## config.mk

```make
export PLATFORM = sky130hd
export DESIGN_NAME = tga_truecolor_pixel_decoder_core
export DESIGN_NICKNAME = d
export VERILOG_FILES = /design/src/rtl/core/tgad_pkg.sv /design/src/rtl/core/tgad_front.sv /design/src/rtl/core/tgad_cmdq.sv /design/src/rtl/core/tgad_back.sv /design/src/rtl/core/tga_truecolor_pixel_decoder_core.sv
export SDC_FILE = /design/constraint.sdc
export NUM_CORES = 1
export LEC_CHECK = 0
export ABC_AREA = 1
export BUFFER_PORTS_ARGS = -buffer_cell sky130_fd_sc_hd__buf_2
export CAP_MARGIN = 10
export CORE_MARGIN = 4
export CORE_UTILIZATION = 55
export CTS_CLUSTER_DIAMETER = 50
export DETAILED_ROUTE_END_ITERATION = 7
export PLACE_DENSITY = 0.76
export SLEW_MARGIN = 5
export SYNTH_ARGS = -nofsm -noshare
export SYNTH_HDL_FRONTEND = slang
export SYNTH_SLANG_ARGS = --single-unit
```

## constraint.sdc

```tcl
create_clock -name clk -period 7.4 [get_ports clk]
set_clock_uncertainty 0.2 [all_clocks]
set_input_delay 0.37 -clock clk [delete_from_list [all_inputs] [get_ports clk]]
set_output_delay 0.37 -clock clk [all_outputs]
set_load 0.05 [all_outputs]
```

## src/rtl/core/tgad_pkg.sv

```systemverilog
// Shared types and constants for the TGA true-color pixel decoder.
// No dependencies; imported by every module of the block.
package tgad_pkg;

	localparam int COORD_BITS = 16;

	localparam int CMDQ_DEPTH = 4;
	localparam int CMDQ_AW    = $clog2(CMDQ_DEPTH);

	localparam logic [4:0] HDR_ID_LEN = 5'd0;
	localparam logic [4:0] HDR_CMAP   = 5'd1;
	localparam logic [4:0] HDR_TYPE   = 5'd2;
	localparam logic [4:0] HDR_W_LO   = 5'd12;
	localparam logic [4:0] HDR_W_HI   = 5'd13;
	localparam logic [4:0] HDR_H_LO   = 5'd14;
	localparam logic [4:0] HDR_H_HI   = 5'd15;
	localparam logic [4:0] HDR_BPP    = 5'd16;
	localparam logic [4:0] HDR_DESCR  = 5'd17;

	localparam logic [7:0] TYPE_TRUECOLOR = 8'd2;
	localparam logic [7:0] CMAP_NONE      = 8'd0;
	localparam logic [7:0] ALPHA_OPAQUE   = 8'd255;
	localparam logic [4:0] BPP_RGB        = 5'd3;
	localparam logic [4:0] BPP_RGBA       = 5'd4;
	localparam int         DESCR_MIRROR_X = 4;
	localparam int         DESCR_MIRROR_Y = 5;

	localparam logic [1:0] ST_OK     = 2'd0;
	localparam logic [1:0] ST_TYPE   = 2'd1;
	localparam logic [1:0] ST_FORMAT = 2'd2;

	typedef enum logic [2:0] {
		PH_HDR,
		PH_ID,
		PH_PIX,
		PH_TRAIL,
		PH_ERR
	} phase_t;

	typedef struct packed {
		logic [7:0] byte_in;
		logic       last_byte;
	} in_t;

	typedef struct packed {
		logic        pixel_valid;
		logic [15:0] dest_x;
		logic [15:0] dest_y;
		logic [7:0]  red;
		logic [7:0]  green;
		logic [7:0]  blue;
		logic [7:0]  alpha;
		logic        image_done;
		logic [1:0]  status;
	} res_t;

	typedef struct packed {
		logic                  pixel_valid;
		logic                  image_done;
		logic [1:0]            status;
		logic                  mirror_x;
		logic                  mirror_y;
		logic [COORD_BITS-1:0] x;
		logic [COORD_BITS-1:0] y;
		logic [COORD_BITS-1:0] width;
		logic [COORD_BITS-1:0] height;
		logic [7:0]            red;
		logic [7:0]            green;
		logic [7:0]            blue;
		logic [7:0]            alpha;
	} cmd_t;

	typedef struct packed {
		logic push;
		logic full;
	} q_ctl_t;

endpackage

```

## src/rtl/core/tgad_front.sv

```systemverilog
// Front end: header parser, identifier skip and pixel byte assembly.
// Emits one command per pixel or error into the command queue. Uses tgad_pkg.
module tgad_front
	import tgad_pkg::*;
(
	input  logic   clk,
	input  logic   arst_n,
	input  logic   accept,
	input  in_t    data,
	output logic   cmd_push,
	output cmd_t   cmd
);

	phase_t                phase_q, phase_d;
	logic [4:0]            hcount_q, hcount_d;
	logic [7:0]            id_len_q, id_len_d;
	logic [7:0]            cmap_q, cmap_d;
	logic [7:0]            type_q, type_d;
	logic [4:0]            bpp_q, bpp_d;
	logic                  mir_x_q, mir_x_d;
	logic                  mir_y_q, mir_y_d;
	logic [15:0]           width_q, width_d;
	logic [15:0]           height_q, height_d;
	logic [7:0]            id_left_q, id_left_d;
	logic [1:0]            pbyte_q, pbyte_d;
	logic [7:0]            pbuf_q [4];
	logic [7:0]            pbuf_d [4];
	logic [7:0]            cur [4];
	logic [COORD_BITS-1:0] px_q, px_d;
	logic [COORD_BITS-1:0] py_q, py_d;
	logic [COORD_BITS-1:0] wm1, hm1;
	logic                  err_now;
	logic [1:0]            err_code;
	logic                  final_px;
	logic                  size_bad;
	logic [7:0]            b;
	logic                  last;

	assign b    = data.byte_in;
	assign last = data.last_byte;
	assign wm1  = COORD_BITS'(width_q - 16'd1);
	assign hm1  = COORD_BITS'(height_q - 16'd1);
	assign final_px = (px_q == wm1) && (py_q == hm1);
	assign size_bad = (width_q == 16'd0) || (height_q == 16'd0) ||
		((width_q >> COORD_BITS) != 16'd0) || ((height_q >> COORD_BITS) != 16'd0);

	always_comb begin
		for (int i = 0; i < 4; i++) begin
			cur[i] = (pbyte_q == 2'(i)) ? b : pbuf_q[i];
		end
	end

	always_comb begin
		phase_d   = phase_q;
		hcount_d  = hcount_q;
		id_len_d  = id_len_q;
		cmap_d    = cmap_q;
		type_d    = type_q;
		bpp_d     = bpp_q;
		mir_x_d   = mir_x_q;
		mir_y_d   = mir_y_q;
		width_d   = width_q;
		height_d  = height_q;
		id_left_d = id_left_q;
		pbyte_d   = pbyte_q;
		pbuf_d    = pbuf_q;
		px_d      = px_q;
		py_d      = py_q;
		err_now   = 1'b0;
		err_code  = ST_OK;
		cmd_push  = 1'b0;
		cmd       = '0;
		if (accept) begin
			unique case (phase_q)
				PH_HDR: begin
					unique case (hcount_q)
						HDR_ID_LEN: id_len_d = b;
						HDR_CMAP:   cmap_d = b;
						HDR_TYPE:   type_d = b;
						HDR_W_LO:   width_d[7:0] = b;
						HDR_W_HI:   width_d[15:8] = b;
						HDR_H_LO:   height_d[7:0] = b;
						HDR_H_HI:   height_d[15:8] = b;
						HDR_BPP:    bpp_d = b[7:3];
						HDR_DESCR: begin
							mir_x_d = b[DESCR_MIRROR_X];
							mir_y_d = b[DESCR_MIRROR_Y];
						end
						default: ;
					endcase
					if (hcount_q != HDR_DESCR) begin
						hcount_d = hcount_q + 5'd1;
						if (last) begin
							err_now  = 1'b1;
							err_code = ST_TYPE;
						end
					end else begin
						hcount_d = '0;
						if (cmap_q != CMAP_NONE || type_q != TYPE_TRUECOLOR) begin
							err_now  = 1'b1;
							err_code = ST_TYPE;
						end else if (size_bad || (bpp_q != BPP_RGB && bpp_q != BPP_RGBA) ||
								last) begin
							err_now  = 1'b1;
							err_code = ST_FORMAT;
						end else begin
							px_d      = '0;
							py_d      = '0;
							pbyte_d   = '0;
							id_left_d = id_len_q;
							phase_d   = (id_len_q != 8'd0) ? PH_ID : PH_PIX;
						end
					end
				end
				PH_ID: begin
					if (last) begin
						err_now  = 1'b1;
						err_code = ST_FORMAT;
					end else begin
						id_left_d = id_left_q - 8'd1;
						if (id_left_q == 8'd1) begin
							phase_d = PH_PIX;
						end
					end
				end
				PH_PIX: begin
					pbuf_d[pbyte_q] = b;
					if (pbyte_q != ((bpp_q == BPP_RGBA) ? 2'd3 : 2'd2)) begin
						pbyte_d = pbyte_q + 2'd1;
						if (last) begin
							err_now  = 1'b1;
							err_code = ST_FORMAT;
						end
					end else begin
						pbyte_d = '0;
						if (last && !final_px) begin
							err_now  = 1'b1;
							err_code = ST_FORMAT;
						end else begin
							cmd_push        = 1'b1;
							cmd.pixel_valid = 1'b1;
							cmd.image_done  = final_px;
							cmd.status      = ST_OK;
							cmd.mirror_x    = mir_x_q;
							cmd.mirror_y    = mir_y_q;
							cmd.x           = px_q;
							cmd.y           = py_q;
							cmd.width       = COORD_BITS'(width_q);
							cmd.height      = COORD_BITS'(height_q);
							cmd.red         = cur[2];
							cmd.green       = cur[1];
							cmd.blue        = cur[0];
							cmd.alpha       = (bpp_q == BPP_RGBA) ? cur[3] : ALPHA_OPAQUE;
							if (final_px) begin
								phase_d  = last ? PH_HDR : PH_TRAIL;
								hcount_d = '0;
							end else if (px_q == wm1) begin
								px_d = '0;
								py_d = py_q + 1'b1;
							end else begin
								px_d = px_q + 1'b1;
							end
						end
					end
				end
				PH_TRAIL, PH_ERR: begin
					if (last) begin
						phase_d  = PH_HDR;
						hcount_d = '0;
					end
				end
				default: ;
			endcase
			if (err_now) begin
				cmd_push       = 1'b1;
				cmd            = '0;
				cmd.image_done = 1'b1;
				cmd.status     = err_code;
				phase_d        = last ? PH_HDR : PH_ERR;
				hcount_d       = '0;
			end
		end
	end

	always_ff @(posedge clk or negedge arst_n) begin
		if (!arst_n) begin
			phase_q   <= PH_HDR;
			hcount_q  <= '0;
			id_len_q  <= '0;
			cmap_q    <= '0;
			type_q    <= '0;
			bpp_q     <= '0;
			mir_x_q   <= 1'b0;
			mir_y_q   <= 1'b0;
			width_q   <= '0;
			height_q  <= '0;
			id_left_q <= '0;
			pbyte_q   <= '0;
			px_q      <= '0;
			py_q      <= '0;
		end else begin
			phase_q   <= phase_d;
			hcount_q  <= hcount_d;
			id_len_q  <= id_len_d;
			cmap_q    <= cmap_d;
			type_q    <= type_d;
			bpp_q     <= bpp_d;
			mir_x_q   <= mir_x_d;
			mir_y_q   <= mir_y_d;
			width_q   <= width_d;
			height_q  <= height_d;
			id_left_q <= id_left_d;
			pbyte_q   <= pbyte_d;
			px_q      <= px_d;
			py_q      <= py_d;
		end
	end

	always_ff @(posedge clk) begin
		pbuf_q <= pbuf_d;
	end

endmodule

```

## src/rtl/core/tgad_cmdq.sv

```systemverilog
// Short command queue between front end and back end.
// Holds CMDQ_DEPTH commands of type cmd_t. Uses tgad_pkg.
module tgad_cmdq
	import tgad_pkg::*;
(
	input  logic   clk,
	input  logic   arst_n,
	input  q_ctl_t ctl_in,
	input  cmd_t   wr_data,
	input  logic   pop,
	output logic   full,
	output logic   valid,
	output cmd_t   rd_data
);

	cmd_t               mem [CMDQ_DEPTH];
	logic [CMDQ_AW-1:0] wr_ptr_q;
	logic [CMDQ_AW-1:0] rd_ptr_q;
	logic [CMDQ_AW:0]   count_q;
	logic               do_push;
	logic               do_pop;

	assign full    = (count_q == (CMDQ_AW+1)'(CMDQ_DEPTH));
	assign valid   = (count_q != '0);
	assign do_push = ctl_in.push && !ctl_in.full;
	assign do_pop  = pop && valid;
	assign rd_data = mem[rd_ptr_q];

	always_ff @(posedge clk) begin
		if (do_push) begin
			mem[wr_ptr_q] <= wr_data;
		end
	end

	always_ff @(posedge clk or negedge arst_n) begin
		if (!arst_n) begin
			wr_ptr_q <= '0;
			rd_ptr_q <= '0;
			count_q  <= '0;
		end else begin
			if (do_push) begin
				wr_ptr_q <= (wr_ptr_q == CMDQ_AW'(CMDQ_DEPTH - 1)) ? '0 : wr_ptr_q + 1'b1;
			end
			if (do_pop) begin
				rd_ptr_q <= (rd_ptr_q == CMDQ_AW'(CMDQ_DEPTH - 1)) ? '0 : rd_ptr_q + 1'b1;
			end
			if (do_push && !do_pop) begin
				count_q <= count_q + 1'b1;
			end else if (do_pop && !do_push) begin
				count_q <= count_q - 1'b1;
			end
		end
	end

	a_count_bound: assert property (@(posedge clk) disable iff (!arst_n)
		count_q <= (CMDQ_AW+1)'(CMDQ_DEPTH))
		else $error("command queue count overflow");

	a_no_push_full: assert property (@(posedge clk) disable iff (!arst_n)
		!(ctl_in.push && full))
		else $error("command pushed while queue full");

	a_count_up: assert property (@(posedge clk) disable iff (!arst_n)
		(do_push && !do_pop) |=> (count_q == $past(count_q) + 1'b1))
		else $error("command queue count did not advance");

endmodule

```

## src/rtl/core/tgad_back.sv

```systemverilog
// Back end: applies the origin mirror to each command and formats the result.
// Holds a two-entry result queue toward the consumer. Uses tgad_pkg.
module tgad_back
	import tgad_pkg::*;
(
	input  logic clk,
	input  logic arst_n,
	input  logic cmd_valid,
	input  cmd_t cmd,
	output logic cmd_pop,
	input  logic pop,
	output logic empty,
	output res_t result
);

	res_t       mem [2];
	logic       wr_q;
	logic       rd_q;
	logic [1:0] cnt_q;
	logic       do_pop;
	res_t       res;

	assign cmd_pop = cmd_valid && (cnt_q != 2'd2);
	assign empty   = (cnt_q == 2'd0);
	assign do_pop  = pop && !empty;
	assign result  = mem[rd_q];

	always_comb begin
		res             = '0;
		res.pixel_valid = cmd.pixel_valid;
		res.dest_x      = 16'(cmd.mirror_x ? cmd.width - cmd.x - 1'b1 : cmd.x);
		res.dest_y      = 16'(cmd.mirror_y ? cmd.height - cmd.y - 1'b1 : cmd.y);
		res.red         = cmd.red;
		res.green       = cmd.green;
		res.blue        = cmd.blue;
		res.alpha       = cmd.alpha;
		res.image_done  = cmd.image_done;
		res.status      = cmd.status;
	end

	always_ff @(posedge clk) begin
		if (cmd_pop) begin
			mem[wr_q] <= res;
		end
	end

	always_ff @(posedge clk or negedge arst_n) begin
		if (!arst_n) begin
			wr_q  <= 1'b0;
			rd_q  <= 1'b0;
			cnt_q <= '0;
		end else begin
			if (cmd_pop) begin
				wr_q <= ~wr_q;
			end
			if (do_pop) begin
				rd_q <= ~rd_q;
			end
			if (cmd_pop && !do_pop) begin
				cnt_q <= cnt_q + 2'd1;
			end else if (do_pop && !cmd_pop) begin
				cnt_q <= cnt_q - 2'd1;
			end
		end
	end

endmodule

```

## src/rtl/core/tga_truecolor_pixel_decoder_core.sv

```systemverilog
// TGA uncompressed true-color pixel decoder, top level.
// Instantiates tgad_front, tgad_cmdq and tgad_back. Uses tgad_pkg.
//
// Input channel: one file byte per transaction (push/full). data.last_byte
// marks the final byte of a file; the next byte starts a new header.
// Result channel: queue-style (empty/pop). One result per completed pixel
// with its mirrored destination column and row, or one error result
// (pixel_valid 0, image_done 1, status nonzero). Header, identifier and
// trailing bytes produce no result.
// Throughput: one byte per cycle sustained while the command queue is not full,
// set by the front-end parser, which updates its counters once per byte.
// A result caused by an accepted byte is registered in the command queue,
// then in the result queue, before it is visible on the result ports.
// When the consumer stalls, the two-entry result queue and the four-entry
// command queue fill; full rises once the command queue is full.
// Reset (arst_n low) empties both queues and returns the parser to the
// start of a header.
module tga_truecolor_pixel_decoder_core
	import tgad_pkg::*;
(
	input  logic clk,
	input  logic arst_n,
	input  logic push,
	output logic full,
	input  in_t  data,
	input  logic pop,
	output logic empty,
	output res_t result
);

	q_ctl_t qctl;
	logic   accept;
	logic   cmd_push;
	cmd_t   cmd_in;
	cmd_t   cmd_out;
	logic   cmd_valid;
	logic   cmd_pop;

	assign accept    = push && !full;
	assign qctl.push = cmd_push;
	assign qctl.full = full;

	tgad_front u_front (
		.clk      (clk),
		.arst_n   (arst_n),
		.accept   (accept),
		.data     (data),
		.cmd_push (cmd_push),
		.cmd      (cmd_in)
	);

	tgad_cmdq u_cmdq (
		.clk     (clk),
		.arst_n  (arst_n),
		.ctl_in  (qctl),
		.wr_data (cmd_in),
		.pop     (cmd_pop),
		.full    (full),
		.valid   (cmd_valid),
		.rd_data (cmd_out)
	);

	tgad_back u_back (
		.clk       (clk),
		.arst_n    (arst_n),
		.cmd_valid (cmd_valid),
		.cmd       (cmd_out),
		.cmd_pop   (cmd_pop),
		.pop       (pop),
		.empty     (empty),
		.result    (result)
	);

endmodule

```

# After elaboration in Yosys (flattened, before gate mapping)
# Memory sizes are Yosys's and may differ from the RTL's.
# Cells that the tools add are included.
[word_totals]
register_bits = 156
ram_bits = 544
inputBits = 13
output_inout_bits = 70
wordCells = 242
n_memories = 2
[classes]
add_sub_neg = 17
n_lt_le_gt_ge = 2
n_eq_ne = 45
mux = 91
n_bitwise = 3
n_reduce_logical = 56
[mem_list]
columns = ["memory", "words", "width", "rd", "rd_clocked_by_memory_dff", "write_ports", "line_no", "rtl"]
rows = [
  ["u_cmdq.mem", 4, 102, 1, 0, 1, "tgad_cmdq.sv:16", "cmd_t mem [CMDQ_DEPTH];"],
  ["u_back.mem", 2, 68, 1, 0, 1, "tgad_back.sv:16", "res_t mem [2];"],
]
[op_table]
columns = ["op", "count"]
rows = [
  ["2-to-1 mux 102 bit", 5],
  ["2-to-1 mux 16 bit", 13],
  ["2-to-1 mux 8 bit", 10],
  ["case mux 16 bit (2 select lines)", 2],
  ["subtractor 16 x 1 -> 16 bit (second input constant)", 4],
  ["2-to-1 mux 3 bit", 13],
  ["adder 16 x 1 -> 16 bit (second input constant)", 2],
  ["bitwise mux 32 bit", 1],
  ["== test 16 bit", 2],
  ["zero test 16 bit", 2],
  ["2-to-1 mux 2 bit", 16],
  ["subtractor 16 bit", 2],
  ["2-to-1 mux 5 bit", 6],
  ["AND reduction 3 bit", 9],
  ["== test 5 x 4 -> 1 bit (second input constant)", 4],
  ["2-to-1 mux 1 bit", 18],
  ["demux 8 bit (select 2 bit)", 1],
  ["!= test 2 bit (second input constant)", 8],
  ["case mux 8 bit (2 select lines)", 1],
  ["nonzero test 8 bit", 2],
  ["!= test 3 bit (second input constant)", 5],
  ["case mux 5 bit (3 select lines)", 1],
  ["logical AND 1 bit", 13],
  ["case mux 3 bit (4 select lines)", 1],
  ["other kinds (47)", 73],
]

# Logic depth before layout (Yosys ltp)
# Gate-level depths: netlist (run 1).
[logic_depth]
ltp_word = 16
ltp_mapped = 24
ltp_nobuf = 24

# Cells and area by module
# A second synthesis (run 1) with hierarchy kept.
[hier_totals]
hier_cells = 3363
hier_area_um2 = 33712.3
[modules_own_cells]
columns = ["mod", "n_inst", "cells_each", "area_each_um2", "seq_area_each_um2"]
rows = [
  ["tgad_cmdq", 1, 1248, 16841.2, 12426.9],
  ["tgad_front", 1, 1260, 9412.8, 3788.6],
  ["tgad_back", 1, 853, 7448.4, 4184.0],
  ["tga_truecolor_pixel_decoder_core", 1, 2, 10.0, 0.0],
]

# Worst setup path after synthesis (run 1)
# OpenSTA, ideal clock, no wires.
[synth_path]
kind = "reg-to-reg"
from = "register u_front.height_q[0]"
to = "memory u_cmdq.mem[0][0] (netlist bit) (enable)"
setup_ns = 0.565
t_arrival_ns = 6.392
required_ns = 6.635
path_slack_ns = 0.243
stages_incl_launch_ff = 19
n_path_buf = 0
synth_period_minus_slack_ns = 7.157
path_cell_list = "dfrtp_1 > inv_1 > ha_1 > nand2_2 > nor2_4 > nand2_1 > nor2_2 > nand3_1 > nand2_1 > nand2_1 > nor2_2 > nand2_1 > nor2_4 > nand2_2 > nand2_2 > nand3_2 > nand2_2 > inv_2 > nor2_1"
[synth_via]
elab_chain_len = 14
word_cells_on_any_way = 24
classes_between = "1 x add/sub; 1 x eq/ne; 14 x mux; 8 x reduce/logical"
[synth_rtl]
columns = ["item", "line_no", "rtl"]
rows = [
  ["start: declaration", "tgad_front.sv:23", "logic [15:0] height_q, height_d;"],
  ["start signal: assignment", "tgad_front.sv:211", "height_q <= height_d;"],
  ["subtractor 16 x 1 -> 16 bit or zero test 16 bit (tied branches)", "tgad_front.sv:42, tgad_front.sv:44", ""],
  ["== test 16 bit or logical OR 1 bit (tied branches)", "tgad_front.sv:43, tgad_front.sv:44", ""],
  ["logical AND 1 bit or logical OR 1 bit (tied branches)", "tgad_front.sv:43, tgad_front.sv:102", ""],
  ["zero test 1 bit or logical OR 1 bit (tied branches)", "tgad_front.sv:136, tgad_front.sv:102", ""],
  ["logical AND 1 bit or 2-to-1 mux 1 bit (tied branches)", "tgad_front.sv:136, tgad_front.sv:102", ""],
  ["2-to-1 mux 1 bit, on equally long branches", "tgad_front.sv:136, tgad_front.sv:99", ""],
  ["2-to-1 mux 1 bit, on equally long branches", "tgad_front.sv:128, tgad_front.sv:91", ""],
  ["case mux 1 bit (3 select lines)", "tgad_front.sv:74", "unique case (phase_q)"],
  ["2-to-1 mux 1 bit", "tgad_front.sv:73", "if (accept) begin"],
  ["2-to-1 mux 1 bit (*)", "tgad_front.sv:174", "if (err_now) begin"],
  ["2-to-1 mux 1 bit (*)", "tgad_front.sv:73", ""],
  ["logical AND 1 bit (*)", "tgad_cmdq.sv:25", "assign do_push = ctl_in.push && !ctl_in.full;"],
  ["via u_cmdq.do_push", "tgad_cmdq.sv:20", "logic do_push;"],
  ["2-to-1 mux 1 bit (*)", "tgad_cmdq.sv:30", "if (do_push) begin"],
  ["2-to-1 mux 1 bit (not written as such) (*)", "tgad_cmdq.sv:31", "mem[wr_ptr_q] <= wr_data;"],
  ["end: declaration", "tgad_cmdq.sv:16", ""],
]
# The timed path passes the listed nets; every way through them passes the cells marked *. The select of a mux whose other input is x is not followed.

==> impl_results.md, run 1 <==
* Clock buffer count from CTS at 75
* Post-Syn Area at 0.0314 sq mm
* Max-cap violation count at 0
* # IOs at 83
* Number of DRC markers in iteration 0 at 2479
* Max-slew violations at 0
* Worst-margin pin slew at 1180 ps
* Worst-Skew Late Latency at 630 ps
* Die X at 247 um
* Most common cell in the netlist: nand2_1
* Share of post-route cells with drive strength above 1 at 8.95%
* Initial antenna violation count at 1
* Final Hold Vio Count at 0
* First-pass GRT wire length at 114 mm
* Net count after synthesis at 3014
* DRT Wirelength at 73.4 mm
* Die ar. at 0.0609 sq mm
* CP Data Arrival Time at 4990 ps
* EDFF count, synth at 576
* Distinct cells, synth at 55
* Initial Util at 55.6%
* Synth top cells by count: nand2_1 (659), edfxtp_1 (576), nor2_1 (373), o21ai_0 (296), inv_1 (172)
* Core box area at 0.0564 sq mm
* Shortest period the worst path allows at 4880 ps
* Global Route Usage Sum at 23.9%
* Fillers at 4367
* Dominant cell type by area after synthesis: edfxtp_1
* CTS root buf: clkbuf_16
* Avg Cell Area, Syn at 10.6 sq um
* Req. time, crit path at 7520 ps
* Seq/Total Area, Yosys at 65.0%
* I/O Buffers at 82
* Post-CTS Setup Inserts at 0
* Final ANT Viol Nets at 0
* DRC violations left at 0
* Crit-path max FO at 87
* Vias/cell at 5.74
* Hold crit path type: primary input to register
* Post-synthesis async set-or-reset flop share at 17.7%
* Critical path class: register to register
* Final Wtd Congestion at 0.902
* Grt total ovfl at 0
* Vias in the first global route at 20600
* Via count at 21900
* Peak supply drop at 0.333 mV
* Layout area overhead at 11.2%
* Main synth FF type: edfxtp_1
* DR pass1 iterations at 5
* Die height at 247 um
* Row count at 87
* Flop2flop setup slack at 2520 ps
* Sink Count at 700
* Rel. slew slack at 21.2%
* Finish-stage setup viols at 0
* Top post-synthesis cells by area: edfxtp_1 (55%), dfrtp_1 (9.9%), nand2_1 (7.9%), o21ai_0 (4.7%), nor2_1 (4.5%)
* Pin count of the biggest net entering global routing at 121
* Dpl hpwl at 46.2 mm
* Leak at 0.0135 uW
* CP Launch Type: register
* Fin crit share at 65.9%
* Routed len/inst at 19.2 um
* Total Nets Final at 3069
* Final TNS setup at 0 ps
* Ant diodes at 0
* Mapped Cells at 2946
* Status: finished, final reports clean
* Clk slew on worst S/H paths at 60 ps
* Final core area utilization at 61.9%
* Bufs on Longest Clock Path at 3
* Maximum clock frequency at 0.205 GHz
* RSZ-0062 raised after global routing: no
* H-tree Lvls at 3
* Synth top area share at 55.2%
* Yosys reg bits at 700
* Setup crit end kind: register
* Yosys Warn Count at 0
* CTS tree: yes
* Total power per unit cell area at 466 mW/mm^2
## critical path, cell delays in order (launching register included)
cell	delay (ps)
dfrtp_2	560
clkinv_2	460
buf_4	780
o21ai_0	210
o22ai_1	300
ha_1	300
nand3_1	100
nand2_1	100
a31oi_1	250
o21ai_0	230
a21boi_0	330
o21ai_0	190
nand3_1	100
nand2_1	60
xor2_1	150
nand2_1	60
o21ai_0	140
## area by class of cell
| class | instances | area (sq um) | area share (%) |
|---|---|---|---|
| Sequential cell | 700 | 20400 | 58.5 |
| Inverter | 187 | 708 | 2.03 |
| Clock inverter | 43 | 403 | 1.15 |
| Multi-Input combinational cell | 1928 | 9780 | 28.0 |
| Clock buffer | 94 | 1960 | 5.61 |
| Timing Repair Buffer | 109 | 691 | 1.98 |
| Tap cell | 756 | 946 | 2.71 |
## final timing paths
| kind | from | endpoint | cells past startpoint |
|---|---|---|---|
| max | u_cmdq.rd_ptr_q[1]$_DFFE_PN0P_ | u_back.mem[0][48]$_DFFE_PP_ | 16 |
| min | pop | u_back.rd_q$_DFFE_PN0P_ | 3 |
| max reg2reg | u_cmdq.rd_ptr_q[1]$_DFFE_PN0P_ | u_back.mem[0][48]$_DFFE_PP_ | 16 |
| min reg2reg | u_front.type_q[1]$_DFFE_PN0P_ | u_front.type_q[1]$_DFFE_PN0P_ | 2 |
| max in group asynchronous | arst_n | u_cmdq.rd_ptr_q[0]$_DFFE_PN0P_ | 3 |
| min in group asynchronous | arst_n | u_front.cmap_q[3]$_DFFE_PN0P_ | 2 |
## cells by family after synthesis
kind of cell	Yosys count	synth area share (%)
buffers and inverters	318	3.95
muxes	1	0.0359
adders and majority gates	55	2.27
DFF	700	65.0
and+or+nand+nor	1260	16.8
AOI/OAI and AO/OA	532	9.65
xor gates and xnor gates	80	2.28
## cell usage in the layout (no fill, tap or decap), drive strengths merged, types with 2 or more instances in the layout
cell type,Yosys,layout
fa,3,3
xor2,57,57
a211oi,25,25
dfrtp,124,124
nand3,98,98
nor3b,2,2
a21oi,78,78
nand3b,9,9
nor4,14,14
nand4,39,39
buf,17,98
a31oi,5,5
a32o,20,20
a21o,4,4
clkinvlp,0,3
a32oi,3,3
clkbuf,114,95
or2,4,4
xnor2,22,22
nand2,667,667
bufinv,0,3
o22ai,72,72
o21ai,303,303
o22a,7,7
a21boi,2,2
nor2,400,400
edfxtp,576,576
dlygate4sd3,0,10
clkinv,9,35
ha,52,52
inv,178,189
nor3,24,24
o211ai,8,8
## per-stage QoR
stage | power [uW] | hold WS [ps] | cell area [sq um] | cells | setup WS (ps)
floorplan | 10900 | -126 | 31400 | 2946 | 243
global placement | 12500 | 259 | 32400 | 3669 | 2710
detailed placement | 12700 | 273 | 32400 | 3669 | 2570
CTS | 16300 | 7.56 | 34900 | 3816 | 2560
global route | 17200 | 36.4 | 34900 | 3817 | 2180
finish | 16200 | 50.4 | 34900 | 3817 | 2520
## layer usage
metal | share of wire (%) | track usage [%]
met4 | 2.1 | 6.86
met3 | 7.8 | 3.97
met5 | 0 | 0
met1 | 42 | 34.0
met2 | 48 | 38.6
## power by group
group / internal, uW / switching, uW
sequential: 5600 / 343
clock: 2020 / 1550
combinational: 1830 / 4900
## sequential cells by signal (all words and copies together) (netlist names)
signal / flops
u_cmdq.mem: 408
u_back.mem: 136
u_front.pbuf_q: 32
u_front.height_q: 16
u_front.px_q: 16
u_front.py_q: 16
u_front.width_q: 16
u_front.cmap_q: 8
u_front.id_left_q: 8
u_front.id_len_q: 8
u_front.type_q: 8
u_front.bpp_q: 5
u_front.hcount_q: 5
u_cmdq.count_q: 3
u_front.phase_q: 3
u_back.cnt_q: 2
u_cmdq.rd_ptr_q: 2
u_cmdq.wr_ptr_q: 2
u_front.pbyte_q: 2
u_back.rd_q: 1
u_back.wr_q: 1
u_front.mir_x_q: 1
u_front.mir_y_q: 1
## repair_timing
item                      in CTS  in global routing
hold endpoints to repair      86                  0
gates resized for setup        0                  0
hold buffers                  10                  0
Note: power is estimated with default switching activity, not from simulation.
==> run 2, diff against run 1 <==
Clock period 7.4 ns to 4.15 ns, I/O delays scaled along.
==> run 2 against run 1 <==
Against the previous run: non-clock buffer count grew 57; hold slack lost 7.1 ps; count of clock-buffer cells in the layout grew 1; fmax grew 25%; via count grew 1.9%; global-route usage grew 0.84 points; flip-flop and latch count is the same; wire length grew 4.2%; cell count grew 1.7%; critical path type unchanged; largest power group unchanged.
==> impl_results.md, run 2 (synthesis gave the netlist of run 1 again) <==
* Post-placement cell area at 0.0330 sq mm (+1.8%)
* I/O Buffers at 82 (unchanged)
* Critical Path Max Stage Delay at 550 ps (-230 ps)
* Die height at 247 um (unchanged)
* Ant diodes at 0 (unchanged)
* # IOs at 83 (unchanged)
* CTS root buf: clkbuf_16
* Global Route Usage Sum at 24.8% (+0.84 points)
* Die X at 247 um (unchanged)
* Critical path class: register to register
* Commonest non-fill, non-tap cell in the layout: nand2_1
* Total Nets Final at 3129 (+2.0%)
* Final std cells w/o fill at 3881 (+1.7%)
* Max-cap violation count at 0 (unchanged)
* First-pass GRT wire length at 118 mm (+3.6%)
* CP max-delay cell: dfrtp_4
* DR pass1 iterations at 6 (+1)
* DRC violations left at 0 (unchanged)
* Grt total ovfl at 0 (unchanged)
* Dpl hpwl at 49.9 mm (+7.9%)
* Hold crit path type: primary input to async pin
* Setup crit end kind: register
* Most flops, register: u_cmdq.mem
* Core box area at 0.0564 sq mm (unchanged)
* Worst-Skew Late Latency at 610 ps (-20 ps)
* Routed len/inst at 19.7 um (+2.4%)
* Layout area overhead at 14.2%
* CTS tree: yes
* Final TNS setup at 0 ps (unchanged)
* Max-slew violations at 0 (unchanged)
* Req. time, crit path at 4280 ps (-3240 ps)
* Worst path cell trace: inv_6, buf_4, buf_6, o21ai_0, o22ai_1, ha_1, nand2_1, nor2_1, nand3_1, o2111ai_1, nand4_1, nand3_1, a21oi_1, o21ai_0, xnor2_1
* Shortest period the worst path allows at 3890 ps (-983 ps)
* Fin area at 0.0358 sq mm (+2.7%)
* Via count at 22300 (+1.9%)
* Pin count of the biggest net entering global routing at 91 (-25%)
* Row count at 87 (unchanged)
* Clock buffer count from CTS at 77 (+2.7%)
* Placed cells at 3719 (+1.4%)
* CP Launch Type: register
* Leak at 0.0140 uW (+3.7%)
* Initial Util at 55.6% (unchanged)
* Fillers at 4207 (-3.7%)
* Commonest non-fill, non-tap cells in the layout: nand2_1 (658), edfxtp_1 (576), nor2_1 (367)
* Fin crit share at 93.8% (+28 points)
* Rel. slew slack at 31.2% (+9.9 points)
* Vias/cell at 5.75 (+0.19%)
* H-tree Lvls at 3 (unchanged)
* Status: finished, final reports clean
* Share of post-route cells with drive strength above 1 at 11.1% (+2.1 points)
* Final core area utilization at 63.5% (+1.7 points)
* Final Hold Vio Count at 0 (unchanged)
* Bufs on Longest Clock Path at 3 (unchanged)
* Worst-margin pin slew at 1030 ps (-146 ps)
* Clk slew on worst S/H paths at 60 ps (about the same)
* Final Wtd Congestion at 0.900 (-0.24%)
* CP Data Arrival Time at 4020 ps (-970 ps)
* Crit-path max FO at 60 (-31%)
* Max reg flops at 408 (unchanged)
* Maximum clock frequency at 0.257 GHz (+25%)
* DRT Wirelength at 76.5 mm (+4.2%)
* Largest registers: u_cmdq.mem (408), u_back.mem (136), u_front.pbuf_q (32)
* Sink Count at 700 (unchanged)
* Number of DRC markers in iteration 0 at 2416 (-2.5%)
* Total power per unit cell area at 833 mW/mm^2 (+79%)
* Finish-stage setup viols at 0 (unchanged)
* Final ANT Viol Nets at 0 (unchanged)
* Vias in the first global route at 21200 (+3.1%)
* Die ar. at 0.0609 sq mm (unchanged)
* Initial antenna violation count at 0 (-1)
* Peak supply drop at 0.589 mV (+77%)
## run 2: changes by cell type in the layout (fill, tap and decap cells not counted), sizes merged, moves of 2 or more
cell	change
buf	+55
bufinv	+3
clkbuf	+2
clkinv	+4
## run 2: layout make-up
type / instances / area (sq um) / share of cell area [%]
inverters: 187 / 708 / 1.98
clock inverters: 48 / 448 / 1.25
well taps: 756 / 946 / 2.64
repair buffers: 166 / 1380 / 3.85
flip-flops and latches: 700 / 20400 / 57.0
clock buffers: 95 / 2120 / 5.92
multi-input cells: 1929 / 9820 / 27.4
## run 2: worst max-delay path: cells and delay by family, from the launching register on
family | cells | cell delay [ps]
xor gates and xnor gates | 1 | 150
AOI/OAI and AO/OA | 5 | 790
adders and majority gates | 1 | 320
buffers and inverters | 3 | 1050
DFF | 1 | 550
and+or+nand+nor | 5 | 520
## run 2: worst paths after layout
check                                               start                       endpoint  slack, ps  cells after the start
max in group asynchronous                          arst_n  u_front.cmap_q[5]$_DFFE_PN0P_       2870                      3
setup reg to reg           u_cmdq.rd_ptr_q[0]$_DFFE_PN0P_    u_back.mem[1][66]$_DFFE_PP_        260                     15
hold / removal                                     arst_n  u_cmdq.count_q[1]$_DFFE_PN0P_         40                      2
min in group clk                                     push    u_front.py_q[8]$_DFFE_PN0P_         50                      6
setup / recovery           u_cmdq.rd_ptr_q[0]$_DFFE_PN0P_    u_back.mem[1][66]$_DFFE_PP_        260                     15
hold reg to reg             u_front.cmap_q[2]$_DFFE_PN0P_  u_front.cmap_q[2]$_DFFE_PN0P_        290                      2
## run 2: timing repair
item | in CTS | in global routing
hold endpoints to repair | 123 | 0
endpoints found under the setup margin | 0 | 318
buffers inserted | 0 | 5
gates resized for setup | 0 | 11
hold buffers | 11 | 0
## run 2: routing by layer
| layer | wire length (um) | GRT usage [%] | vias up |
|---|---|---|---|
| met3 | 6190 | 3.72 | 106 |
| li1 | - | - | 10500 |
| met2 | 35800 | 39.2 | 945 |
| met1 | 32800 | 36.0 | 10800 |
| met4 | 1720 | 7.44 | 0 |
| met5 | 0 | 0 | - |
## run 2: per-stage QoR
| stage | worst slack (ps) | hold slack, ps | power (uW) |
|---|---|---|---|
| 4_1_cts | 66.4 | 20.5 | 29700 |
| 2_1_floorplan | 3.74 | -288 | 19500 |
| 3_5_place_dp | 110 | 160 | 22900 |
| 5_1_grt | -29.1 | 75.1 | 31600 |
| 3_3_place_gp | 164 | 159 | 22400 |
| 6_report | 256 | 43.2 | 29800 |
## run 2: power by group
group	total, uW	switching, uW	internal (uW)	leakage, uW
Sequential	10600	594	9980	0.00705
Combinational	12500	8910	3560	0.00568
Clock	6800	2760	4040	0.00126
